File: src/rtl/mss_pkg.sv
// Shared types, codes and reset constants for the magnetometer sample sequencer.
`default_nettype none

package mss_pkg;

  localparam int TIME_BITS_DEF = 32;

  localparam int FUNC_W   = 3;
  localparam int NOW_W    = 32;
  localparam int RX_W     = 48;
  localparam int RAW_W    = 16;
  localparam int FIELD_W  = 18;
  localparam int CFG_IDX_W  = 3;
  localparam int CFG_DATA_W = 16;
  localparam int IN_DATA_W  = 80;
  localparam int IN_USER_W  = 8;
  localparam int OUT_DATA_W = 112;

  localparam logic [15:0] READY_TIMEOUT_RST   = 16'd20;
  localparam logic [15:0] OFFLINE_TIMEOUT_RST = 16'd50;

  // Configuration register indexes.
  localparam logic [CFG_IDX_W-1:0] REG_ENABLED     = 3'd0;
  localparam logic [CFG_IDX_W-1:0] REG_OFFSET_X    = 3'd1;
  localparam logic [CFG_IDX_W-1:0] REG_OFFSET_Y    = 3'd2;
  localparam logic [CFG_IDX_W-1:0] REG_OFFSET_Z    = 3'd3;
  localparam logic [CFG_IDX_W-1:0] REG_READY_TO    = 3'd4;
  localparam logic [CFG_IDX_W-1:0] REG_OFFLINE_TO  = 3'd5;

  typedef enum logic [FUNC_W-1:0] {
    FN_START  = 3'd0,
    FN_WDONE  = 3'd1,
    FN_DRDY   = 3'd2,
    FN_RDONE  = 3'd3,
    FN_BERR   = 3'd4,
    FN_UPDATE = 3'd5
  } func_t;

  typedef enum logic [1:0] {
    ST_OK      = 2'd0,
    ST_BUSY    = 2'd1,
    ST_NOT_EN  = 2'd2
  } status_t;

  typedef enum logic [4:0] {
    PH_IDLE = 5'b00001,
    PH_TRIG = 5'b00010,
    PH_WAIT = 5'b00100,
    PH_READ = 5'b01000,
    PH_ERR  = 5'b10000
  } phase_t;

  localparam logic [2:0] PC_IDLE = 3'd0;
  localparam logic [2:0] PC_TRIG = 3'd1;
  localparam logic [2:0] PC_WAIT = 3'd2;
  localparam logic [2:0] PC_READ = 3'd3;
  localparam logic [2:0] PC_ERR  = 3'd4;

  typedef struct packed {
    logic                      enabled;
    logic signed [RAW_W-1:0]   offset_x;
    logic signed [RAW_W-1:0]   offset_y;
    logic signed [RAW_W-1:0]   offset_z;
    logic [15:0]               ready_to;
    logic [15:0]               offline_to;
  } cfg_t;

  typedef struct packed {
    logic [FUNC_W-1:0] func;
    logic [NOW_W-1:0]  now_ms;
    logic [RX_W-1:0]   rx_bytes;
  } item_t;

  typedef struct packed {
    logic signed [FIELD_W-1:0] field_z;
    logic signed [FIELD_W-1:0] field_y;
    logic signed [FIELD_W-1:0] field_x;
    logic signed [RAW_W-1:0]   raw_z;
    logic signed [RAW_W-1:0]   raw_y;
    logic signed [RAW_W-1:0]   raw_x;
    logic                      online;
    logic                      pending;
    logic [2:0]                phase;
    logic                      issue_read;
    logic                      issue_trigger;
    logic [1:0]                status;
  } res_t;

  function automatic logic [2:0] phase_code(input phase_t ph);
    logic [2:0] code;
    case (ph)
      PH_IDLE: code = PC_IDLE;
      PH_TRIG: code = PC_TRIG;
      PH_WAIT: code = PC_WAIT;
      PH_READ: code = PC_READ;
      PH_ERR:  code = PC_ERR;
      default: code = PC_IDLE;
    endcase
    return code;
  endfunction

endpackage

`default_nettype wire

File: src/rtl/magnetometer_sample_sequencer.sv
// Top level of the magnetometer sample sequencer.
//
//   Channel  Direction  Handshake                Payload
//   s_axis   in         tvalid/tready            tdata: now_ms, rx_bytes; tuser: func
//   m_axis   out        tvalid/tready            tdata: status .. field_z
//   cfg      in         cfg_wen (no wait)        cfg_index, cfg_data
//
// Each event is held in the input register, and the state update feeds
// the result register directly, so an accepted transaction passes through the input
// register and then the result register; one event per cycle is sustained while the
// sink takes results. Reset is synchronous and clears control state and the sequencer
// state. A stalled output holds its result; the input register keeps taking a new
// transaction in the same cycle that the output register is emptied.
`default_nettype none

module magnetometer_sample_sequencer #(
  parameter int TIME_BITS = mss_pkg::TIME_BITS_DEF
) (
  input  wire logic                            clk,
  input  wire logic                            rst,
  input  wire logic                            cfg_wen,
  input  wire logic [mss_pkg::CFG_IDX_W-1:0]   cfg_index,
  input  wire logic [mss_pkg::CFG_DATA_W-1:0]  cfg_data,
  input  wire logic                            s_axis_tvalid,
  output logic                                 s_axis_tready,
  // Fields from bit 0: now_ms[31:0], rx_bytes[79:32].
  input  wire logic [mss_pkg::IN_DATA_W-1:0]   s_axis_tdata,
  // Fields from bit 0: func[2:0], bits above ignored.
  input  wire logic [mss_pkg::IN_USER_W-1:0]   s_axis_tuser,
  output logic                                 m_axis_tvalid,
  input  wire logic                            m_axis_tready,
  // Fields from bit 0: status[1:0], issue_trigger[2], issue_read[3], phase[6:4],
  // pending[7], online[8], raw_x[24:9], raw_y[40:25], raw_z[56:41],
  // field_x[74:57], field_y[92:75], field_z[110:93], zero fill [111].
  output logic [mss_pkg::OUT_DATA_W-1:0]       m_axis_tdata
);

  mss_pkg::cfg_t   cfg;
  mss_pkg::item_t  item_in;
  mss_pkg::item_t  item;
  mss_pkg::res_t   res_next;
  mss_pkg::res_t   res;
  logic            in_valid;
  logic            out_free;
  logic            adv;
  logic            in_load;

  assign item_in.func     = s_axis_tuser[mss_pkg::FUNC_W-1:0];
  assign item_in.now_ms   = s_axis_tdata[mss_pkg::NOW_W-1:0];
  assign item_in.rx_bytes = s_axis_tdata[mss_pkg::NOW_W +: mss_pkg::RX_W];

  assign adv           = in_valid && out_free;
  assign s_axis_tready = !in_valid || adv;
  assign in_load       = s_axis_tvalid && s_axis_tready;

  mss_cfg u_cfg (
    .clk       (clk),
    .rst       (rst),
    .cfg_wen   (cfg_wen),
    .cfg_index (cfg_index),
    .cfg_data  (cfg_data),
    .cfg       (cfg)
  );

  mss_in_reg u_in_reg (
    .clk     (clk),
    .rst     (rst),
    .load    (in_load),
    .drain   (adv),
    .item_in (item_in),
    .valid   (in_valid),
    .item    (item)
  );

  mss_core #(
    .TIME_BITS (TIME_BITS)
  ) u_core (
    .clk      (clk),
    .rst      (rst),
    .go       (adv),
    .item     (item),
    .cfg      (cfg),
    .res_next (res_next)
  );

  mss_out_reg u_out_reg (
    .clk    (clk),
    .rst    (rst),
    .load   (adv),
    .res_in (res_next),
    .take   (m_axis_tready),
    .valid  (m_axis_tvalid),
    .free   (out_free),
    .res    (res)
  );

  assign m_axis_tdata = {1'b0, res};

endmodule

`default_nettype wire

File: src/rtl/mss_cfg.sv
// Configuration register file: enable, axis offsets and the two timeouts.
`default_nettype none

module mss_cfg (
  input  wire logic                          clk,
  input  wire logic                          rst,
  input  wire logic                          cfg_wen,
  input  wire logic [mss_pkg::CFG_IDX_W-1:0] cfg_index,
  input  wire logic [mss_pkg::CFG_DATA_W-1:0] cfg_data,
  output mss_pkg::cfg_t                      cfg
);

  always_ff @(posedge clk) begin
    if (rst) begin
      cfg.enabled    <= 1'b0;
      cfg.offset_x   <= '0;
      cfg.offset_y   <= '0;
      cfg.offset_z   <= '0;
      cfg.ready_to   <= mss_pkg::READY_TIMEOUT_RST;
      cfg.offline_to <= mss_pkg::OFFLINE_TIMEOUT_RST;
    end else if (cfg_wen) begin
      case (cfg_index)
        mss_pkg::REG_ENABLED:    cfg.enabled    <= cfg_data[0];
        mss_pkg::REG_OFFSET_X:   cfg.offset_x   <= cfg_data;
        mss_pkg::REG_OFFSET_Y:   cfg.offset_y   <= cfg_data;
        mss_pkg::REG_OFFSET_Z:   cfg.offset_z   <= cfg_data;
        mss_pkg::REG_READY_TO:   cfg.ready_to   <= cfg_data;
        mss_pkg::REG_OFFLINE_TO: cfg.offline_to <= cfg_data;
        default: ;
      endcase
    end
  end

endmodule

`default_nettype wire

File: src/rtl/mss_in_reg.sv
// Input register stage holding one accepted event.
`default_nettype none

module mss_in_reg (
  input  wire logic           clk,
  input  wire logic           rst,
  input  wire logic           load,
  input  wire logic           drain,
  input  wire mss_pkg::item_t item_in,
  output logic                valid,
  output mss_pkg::item_t      item
);

  always_ff @(posedge clk) begin
    if (rst) begin
      valid <= 1'b0;
    end else if (load) begin
      valid <= 1'b1;
    end else if (drain) begin
      valid <= 1'b0;
    end
  end

  always_ff @(posedge clk) begin
    if (load) begin
      item <= item_in;
    end
  end

endmodule

`default_nettype wire

File: src/rtl/mss_core.sv
// Sequencer state, event handling, sample conversion and timeout checks.
`default_nettype none

module mss_core #(
  parameter int TIME_BITS = mss_pkg::TIME_BITS_DEF
) (
  input  wire logic            clk,
  input  wire logic            rst,
  input  wire logic            go,
  input  wire mss_pkg::item_t  item,
  input  wire mss_pkg::cfg_t   cfg,
  output mss_pkg::res_t        res_next
);

  localparam int RAW_W   = mss_pkg::RAW_W;
  localparam int FIELD_W = mss_pkg::FIELD_W;

  mss_pkg::phase_t             phase, phase_next;
  logic                        pending, pending_next;
  logic                        online, online_next;
  logic [TIME_BITS-1:0]        wait_start, wait_start_next;
  logic [TIME_BITS-1:0]        last_sample, last_sample_next;
  logic [mss_pkg::RX_W-1:0]    sample, sample_next;
  logic signed [RAW_W-1:0]     raw [3];
  logic signed [RAW_W-1:0]     raw_next [3];
  logic signed [FIELD_W-1:0]   field [3];
  logic signed [FIELD_W-1:0]   field_next [3];

  logic [TIME_BITS-1:0]        now_t;
  logic [TIME_BITS-1:0]        wait_age;
  logic [TIME_BITS-1:0]        sample_age;
  logic signed [RAW_W-1:0]     conv_raw [3];
  logic signed [FIELD_W-1:0]   conv_field [3];
  logic signed [RAW_W-1:0]     offs [3];
  mss_pkg::phase_t             start_phase;
  mss_pkg::status_t            status;
  logic                        trig;
  logic                        rd;

  assign now_t = item.now_ms[TIME_BITS-1:0];
  assign offs[0] = cfg.offset_x;
  assign offs[1] = cfg.offset_y;
  assign offs[2] = cfg.offset_z;

  // raw * 3 - offset always fits in 18 bits, so the sum wraps harmlessly.
  always_comb begin
    for (int i = 0; i < 3; i++) begin
      conv_raw[i]   = sample[RAW_W*i +: RAW_W];
      conv_field[i] = FIELD_W'(conv_raw[i]) + (FIELD_W'(conv_raw[i]) <<< 1)
                      - FIELD_W'(offs[i]);
    end
  end

  assign wait_age = now_t - wait_start;
  assign start_phase = (phase == mss_pkg::PH_ERR) ? mss_pkg::PH_IDLE : phase;

  always_comb begin
    phase_next       = phase;
    pending_next     = pending;
    online_next      = online;
    wait_start_next  = wait_start;
    last_sample_next = last_sample;
    sample_next      = sample;
    raw_next         = raw;
    field_next       = field;
    status           = mss_pkg::ST_OK;
    trig             = 1'b0;
    rd               = 1'b0;
    sample_age       = now_t - last_sample;

    case (mss_pkg::func_t'(item.func))
      mss_pkg::FN_START: begin
        if (!cfg.enabled) begin
          status = mss_pkg::ST_NOT_EN;
        end else if (start_phase != mss_pkg::PH_IDLE || pending) begin
          status     = mss_pkg::ST_BUSY;
          phase_next = start_phase;
        end else begin
          phase_next = mss_pkg::PH_TRIG;
          trig       = 1'b1;
        end
      end
      mss_pkg::FN_WDONE: begin
        if (phase == mss_pkg::PH_TRIG) begin
          phase_next      = mss_pkg::PH_WAIT;
          wait_start_next = now_t;
        end
      end
      mss_pkg::FN_DRDY: begin
        if (phase == mss_pkg::PH_WAIT) begin
          phase_next = mss_pkg::PH_READ;
          rd         = 1'b1;
        end
      end
      mss_pkg::FN_RDONE: begin
        if (phase == mss_pkg::PH_READ) begin
          sample_next  = item.rx_bytes;
          phase_next   = mss_pkg::PH_IDLE;
          pending_next = 1'b1;
        end
      end
      mss_pkg::FN_BERR: begin
        phase_next   = mss_pkg::PH_ERR;
        pending_next = 1'b0;
        online_next  = 1'b0;
      end
      mss_pkg::FN_UPDATE: begin
        if (pending) begin
          raw_next         = conv_raw;
          field_next       = conv_field;
          online_next      = 1'b1;
          last_sample_next = now_t;
          pending_next     = 1'b0;
          sample_age       = '0;
        end
        if (phase == mss_pkg::PH_WAIT && wait_age >= TIME_BITS'(cfg.ready_to)) begin
          phase_next  = mss_pkg::PH_ERR;
          online_next = 1'b0;
        end
        if (online_next && sample_age >= TIME_BITS'(cfg.offline_to)) begin
          online_next = 1'b0;
        end
      end
      default: ;
    endcase
  end

  always_comb begin
    res_next.status        = status;
    res_next.issue_trigger = trig;
    res_next.issue_read    = rd;
    res_next.phase         = mss_pkg::phase_code(phase_next);
    res_next.pending       = pending_next;
    res_next.online        = online_next;
    res_next.raw_x         = raw_next[0];
    res_next.raw_y         = raw_next[1];
    res_next.raw_z         = raw_next[2];
    res_next.field_x       = field_next[0];
    res_next.field_y       = field_next[1];
    res_next.field_z       = field_next[2];
  end

  always_ff @(posedge clk) begin
    if (rst) begin
      phase       <= mss_pkg::PH_IDLE;
      pending     <= 1'b0;
      online      <= 1'b0;
      wait_start  <= '0;
      last_sample <= '0;
      for (int i = 0; i < 3; i++) begin
        raw[i]   <= '0;
        field[i] <= '0;
      end
    end else if (go) begin
      phase       <= phase_next;
      pending     <= pending_next;
      online      <= online_next;
      wait_start  <= wait_start_next;
      last_sample <= last_sample_next;
      raw         <= raw_next;
      field       <= field_next;
    end
  end

  // The sample store is only read while pending is set, so it needs no reset.
  always_ff @(posedge clk) begin
    if (go) begin
      sample <= sample_next;
    end
  end

`ifndef NO_ASSERTIONS
  a_berr_clears: assert property (@(posedge clk) disable iff (rst)
    go && item.func == mss_pkg::FN_BERR |=> phase == mss_pkg::PH_ERR && !pending && !online)
    else $error("bus error did not enter error phase with flags cleared");

  a_update_consumes: assert property (@(posedge clk) disable iff (rst)
    go && item.func == mss_pkg::FN_UPDATE |=> !pending)
    else $error("update left a sample pending");

  a_trigger_phase: assert property (@(posedge clk) disable iff (rst)
    go && trig |=> phase == mss_pkg::PH_TRIG)
    else $error("trigger issued without entering triggering phase");

  a_disabled_start: assert property (@(posedge clk) disable iff (rst)
    go && item.func == mss_pkg::FN_START && !cfg.enabled |=> $stable(phase) && !$past(trig))
    else $error("start while disabled changed the phase");

  a_read_only_from_wait: assert property (@(posedge clk) disable iff (rst)
    go && rd |-> phase == mss_pkg::PH_WAIT && item.func == mss_pkg::FN_DRDY)
    else $error("read issued outside the waiting phase");
`endif

endmodule

`default_nettype wire

File: src/rtl/mss_out_reg.sv
// Result register that holds one finished result until the sink takes it.
`default_nettype none

module mss_out_reg (
  input  wire logic          clk,
  input  wire logic          rst,
  input  wire logic          load,
  input  wire mss_pkg::res_t res_in,
  input  wire logic          take,
  output logic               valid,
  output logic               free,
  output mss_pkg::res_t      res
);

  logic valid_next;

  assign free = !valid || take;
  assign valid_next = load || (valid && !take);

  always_ff @(posedge clk) begin
    if (rst) begin
      valid <= 1'b0;
    end else begin
      valid <= valid_next;
    end
  end

  always_ff @(posedge clk) begin
    if (load) begin
      res <= res_in;
    end
  end

endmodule

`default_nettype wire
File: config.mk
export PLATFORM = sky130hd
export DESIGN_NAME = magnetometer_sample_sequencer
export DESIGN_NICKNAME = d
export VERILOG_FILES = /design/src/rtl/mss_pkg.sv /design/src/rtl/magnetometer_sample_sequencer.sv /design/src/rtl/mss_cfg.sv /design/src/rtl/mss_in_reg.sv /design/src/rtl/mss_core.sv /design/src/rtl/mss_out_reg.sv
export SDC_FILE = /design/constraint.sdc
export NUM_CORES = 1
export LEC_CHECK = 0
export BUFFER_PORTS_ARGS = -buffer_cell sky130_fd_sc_hd__buf_2
export CAP_MARGIN = 20
export CORE_ASPECT_RATIO = 1.2
export CORE_MARGIN = 2
export CORE_UTILIZATION = 35
export CTS_CLUSTER_DIAMETER = 50
export DETAILED_ROUTE_END_ITERATION = 6
export PLACE_DENSITY_LB_ADDON = 0.2
export SLEW_MARGIN = 15
export SYNTH_ARGS = -nofsm -noshare
export SYNTH_HDL_FRONTEND = slang
export SYNTH_SLANG_ARGS = --single-unit
export TNS_END_PERCENT = 10
File: constraint.sdc
create_clock -name clk -period 5.65 [get_ports clk]
set_input_delay 0.565 -clock clk [delete_from_list [all_inputs] [get_ports clk]]
set_output_delay 0.565 -clock clk [all_outputs]
set_load 0.02 [all_outputs]
==> results.toml <==
[run_status]
status = "finished clean"

[logic_synthesis]
synthFlopType = "dfxtp_1"
synth_cell_type_count = 87
synthesis.nets = 3128
synth.cell_area_um2 = 25700
synth_seq_area_share_pct = 48.3
synth_edf_count = 242
ys_ff_latch = 498
yosys_warnings = 0
synth_cells = 2821
synthArstFlopShare_pct = 0
avgSynthCellArea_um2 = 9.10

[cells_and_area]
nets = 3313
multi_input_area_um2 = 11800
ff_latch_area_um2 = 12400
fillers = 7132
mostFrequentLayoutCells = "nand2_1, a21oi_1, inv_1"
area_growth_pct = 16.4
final_common_cell = "nand2_1"
stdcell_count = 3996
drive_gt1_share_pct = 12.6
final_util_pct = 41.2

[clock_network]
cts_setup_buffers = 0
clockRootBuffer = "clkbuf_16"
clkLatencyLatePin_ps = 620
clock-sinks = 498
ctsLongestPathBuffers = 3
ctsResizeCount = 0
cts_hold_buf = 0
cts_tree = "done"
cts_made_buffers = 67
clk_pin_slew_ps = 60
htreeDepth = 3

[placement]
place_inst = 3871
post-place-ws_ps = 390
portBuffers = 219
hpwl_um = 50600
routabilityCongestion = 0.914

[sta]
setup_ws_ps = 490
finalSetupViolCount = 0
hold_violations = 0
final.period_utilization_pct = 91.3
holdWs_ps = 117
fmax_mhz = 194
fin_skew_ps = 23.0
slew_headroom_pct = 23.0
finalCriticalPeriod_ps = 5160
setup-tns-final_ps = 0
slew_violations = 0
tightest_slew_ps = 1160
rsz0062_at_grt = "no"

[routing]
drt_iter0_markers = 1183
vias = 20200
detail-route-antenna-nets = 0
drt-vias-per-instance = 5.05
first_pass_iters = 6
drc = 0
routed_wl_um = 70300
wl_per_cell_um = 17.6

[worst_setup_path]
slowest_stage = "a2111oi_2"
cp_slowest_stage_delay_ps = 560
crit_arrival_ps = 5650
critical_path_class = "reg -> reg"
path_common_cell = "a21oi_1"
end_kind = "flip-flop"
crit_start = "u_in_reg.item[52]"
cp-start-kind = "flip-flop"
required_ps = 6140
worstPathCellList = "ha_1 > a2111oi_2 > a21oi_1 > o21ai_0 > nand2b_1 > a21oi_1 > xor2_1 > nor2_1 > ha_1 > and4_1 > a2111oi_0 > nand2_1 > a21oi_2 > a21bo_2 > nor4_1 > nand4_1 > a21oi_1 > a21o_1"
worstPathMaxFanout = 5
r2r-start = "u_in_reg.item[52]"

[global_route]
grtUsageMet1_pct = 23.2
grtUsageMet3_pct = 2.83
gr-usage-all-layers_pct = 18.5
grt_pass1_wl_um = 109000
grt_overflow = 0
grt_max_degree = 157
grt_pass1_vias = 19700
met2_usage_pct = 32.2
antenna_found_initial = 3
gr-max-usage-layer = "met2"

[floorplan]
core-area_um2 = 72400
std_cell_rows = 108
start_util_pct = 35.4
fp.dieH_um = 301
die_area_um2 = 75500
die_w_um = 251
io_pins = 226

[flow_run]
maxCapViolations = 0

[power]
p_int_w = 0.00646
ir_drop_uv = 171
power_switching_w = 0.00227
leakagePower_nw = 11.5
swShare_pct = 26.0
pwr-share-comb_pct = 8.1
p_clk_share_pct = 47.0
power.density_nw_per_um2 = 292
p_seq_share_pct = 44.9

[worst_hold_path]
hold_class = "in -> reg"
hp-start = "s_axis_tdata[20]"
Yosys cell counts (all sizes together), types with 11 or more instances:
| library cell | n | area [um2] |
|---|---|---|
| nand2 | 580 | 2180 |
| a21oi | 323 | 1620 |
| inv | 272 | 1020 |
| dfxtp | 256 | 5120 |
| edfxtp | 242 | 7270 |
| nor2 | 173 | 649 |
| o21ai | 162 | 818 |
| ha | 145 | 1810 |
| clkbuf | 117 | 439 |
| fa | 50 | 1000 |
| nand3 | 45 | 225 |
| xnor2 | 44 | 385 |
| xor2 | 42 | 368 |
| a21o | 38 | 285 |
| nor3 | 35 | 175 |
| nand2b | 27 | 169 |
| nor2b | 26 | 163 |
| a211oi | 18 | 135 |
| and3 | 16 | 100 |
| or3 | 14 | 92.6 |
| a31oi | 12 | 75.1 |
| nor4 | 12 | 75.1 |
| o21a | 12 | 90.1 |
| nand4 | 11 | 75.1 |
layer usage:
layer / share of wire, % / vias to the layer above
met3: 4.7 / 110
met5: 0.038 / -
met4: 2.8 / 4
met2: 48 / 487
met1: 44 / 9593
li1: - / 9968
path summary, 6_finish.rpt:
kind,end,slack [ps],cells after the start
worst max-delay path,u_out_reg.res[8],490,18
worst min-delay path,u_in_reg.item[68],120,1
worst max register to register,u_out_reg.res[8],490,18
worst min register to register,u_core.sample[5],420,0
through the flow:
step | area [um2] | total power (W)
after floorplan | 25700 | 0.00445
after global placement | 27700 | 0.00470
after detailed placement | 27700 | 0.00471
after CTS | 29800 | 0.00887
after global routing | 29900 | 0.00908
final | 29900 | 0.00873
cell families after synthesis:
family / after synthesis / share of synthesized area (%)
DFF: 498 / 48.3
AOI/OAI and AO/OA: 657 / 15.1
and+or+nand+nor: 977 / 16.4
xor gates and xnor gates: 86 / 2.94
other: 1 / 0.0146
buffers and inverters: 394 / 5.78
adders and majority gates: 195 / 11.0
muxes: 13 / 0.551
layout make-up:
class                   instances  share of cell area, %
flip-flops and latches        498                   41.5
repair buffers                238                   4.23
well taps                     935                   3.92
clock inverters                39                   1.40
multi-input cells            1929                   39.6
inverters                     272                   3.43
diodes                          1                0.00838
clock buffers                  84                   5.89
power groups by stage:
| stage | Combinational, W | Clock (W) | Sequential (W) |
|---|---|---|---|
| after floorplan | 0.000432 | 0 | 0.00402 |
| after global placement | 0.000697 | 0 | 0.00400 |
| after detailed placement | 0.000706 | 0 | 0.00400 |
| after CTS | 0.000709 | 0.00423 | 0.00393 |
| after global routing | 0.000784 | 0.00437 | 0.00393 |
| final | 0.000705 | 0.00410 | 0.00392 |
flip-flops by register name, summed over array words and instances, names as in the netlist:
name,count
u_out_reg.res,111
u_in_reg.item,83
u_cfg.cfg,81
u_core.field,54
u_core.raw,48
u_core.sample,48
u_core.last_sample,32
u_core.wait_start,32
u_core.phase,5
u_core.online,1
u_core.pending,1
u_in_reg.valid,1
u_out_reg.valid,1
critical path: cells and delay by family, from the launching register on:
kind / cells / cell delay (ps)
compound gates: 9 / 2640
simple gates: 6 / 1000
flops: 1 / 440
xor+xnor: 1 / 260
fa+ha+maj: 2 / 700
No activity file was read; power rests on OpenSTA's default activity.
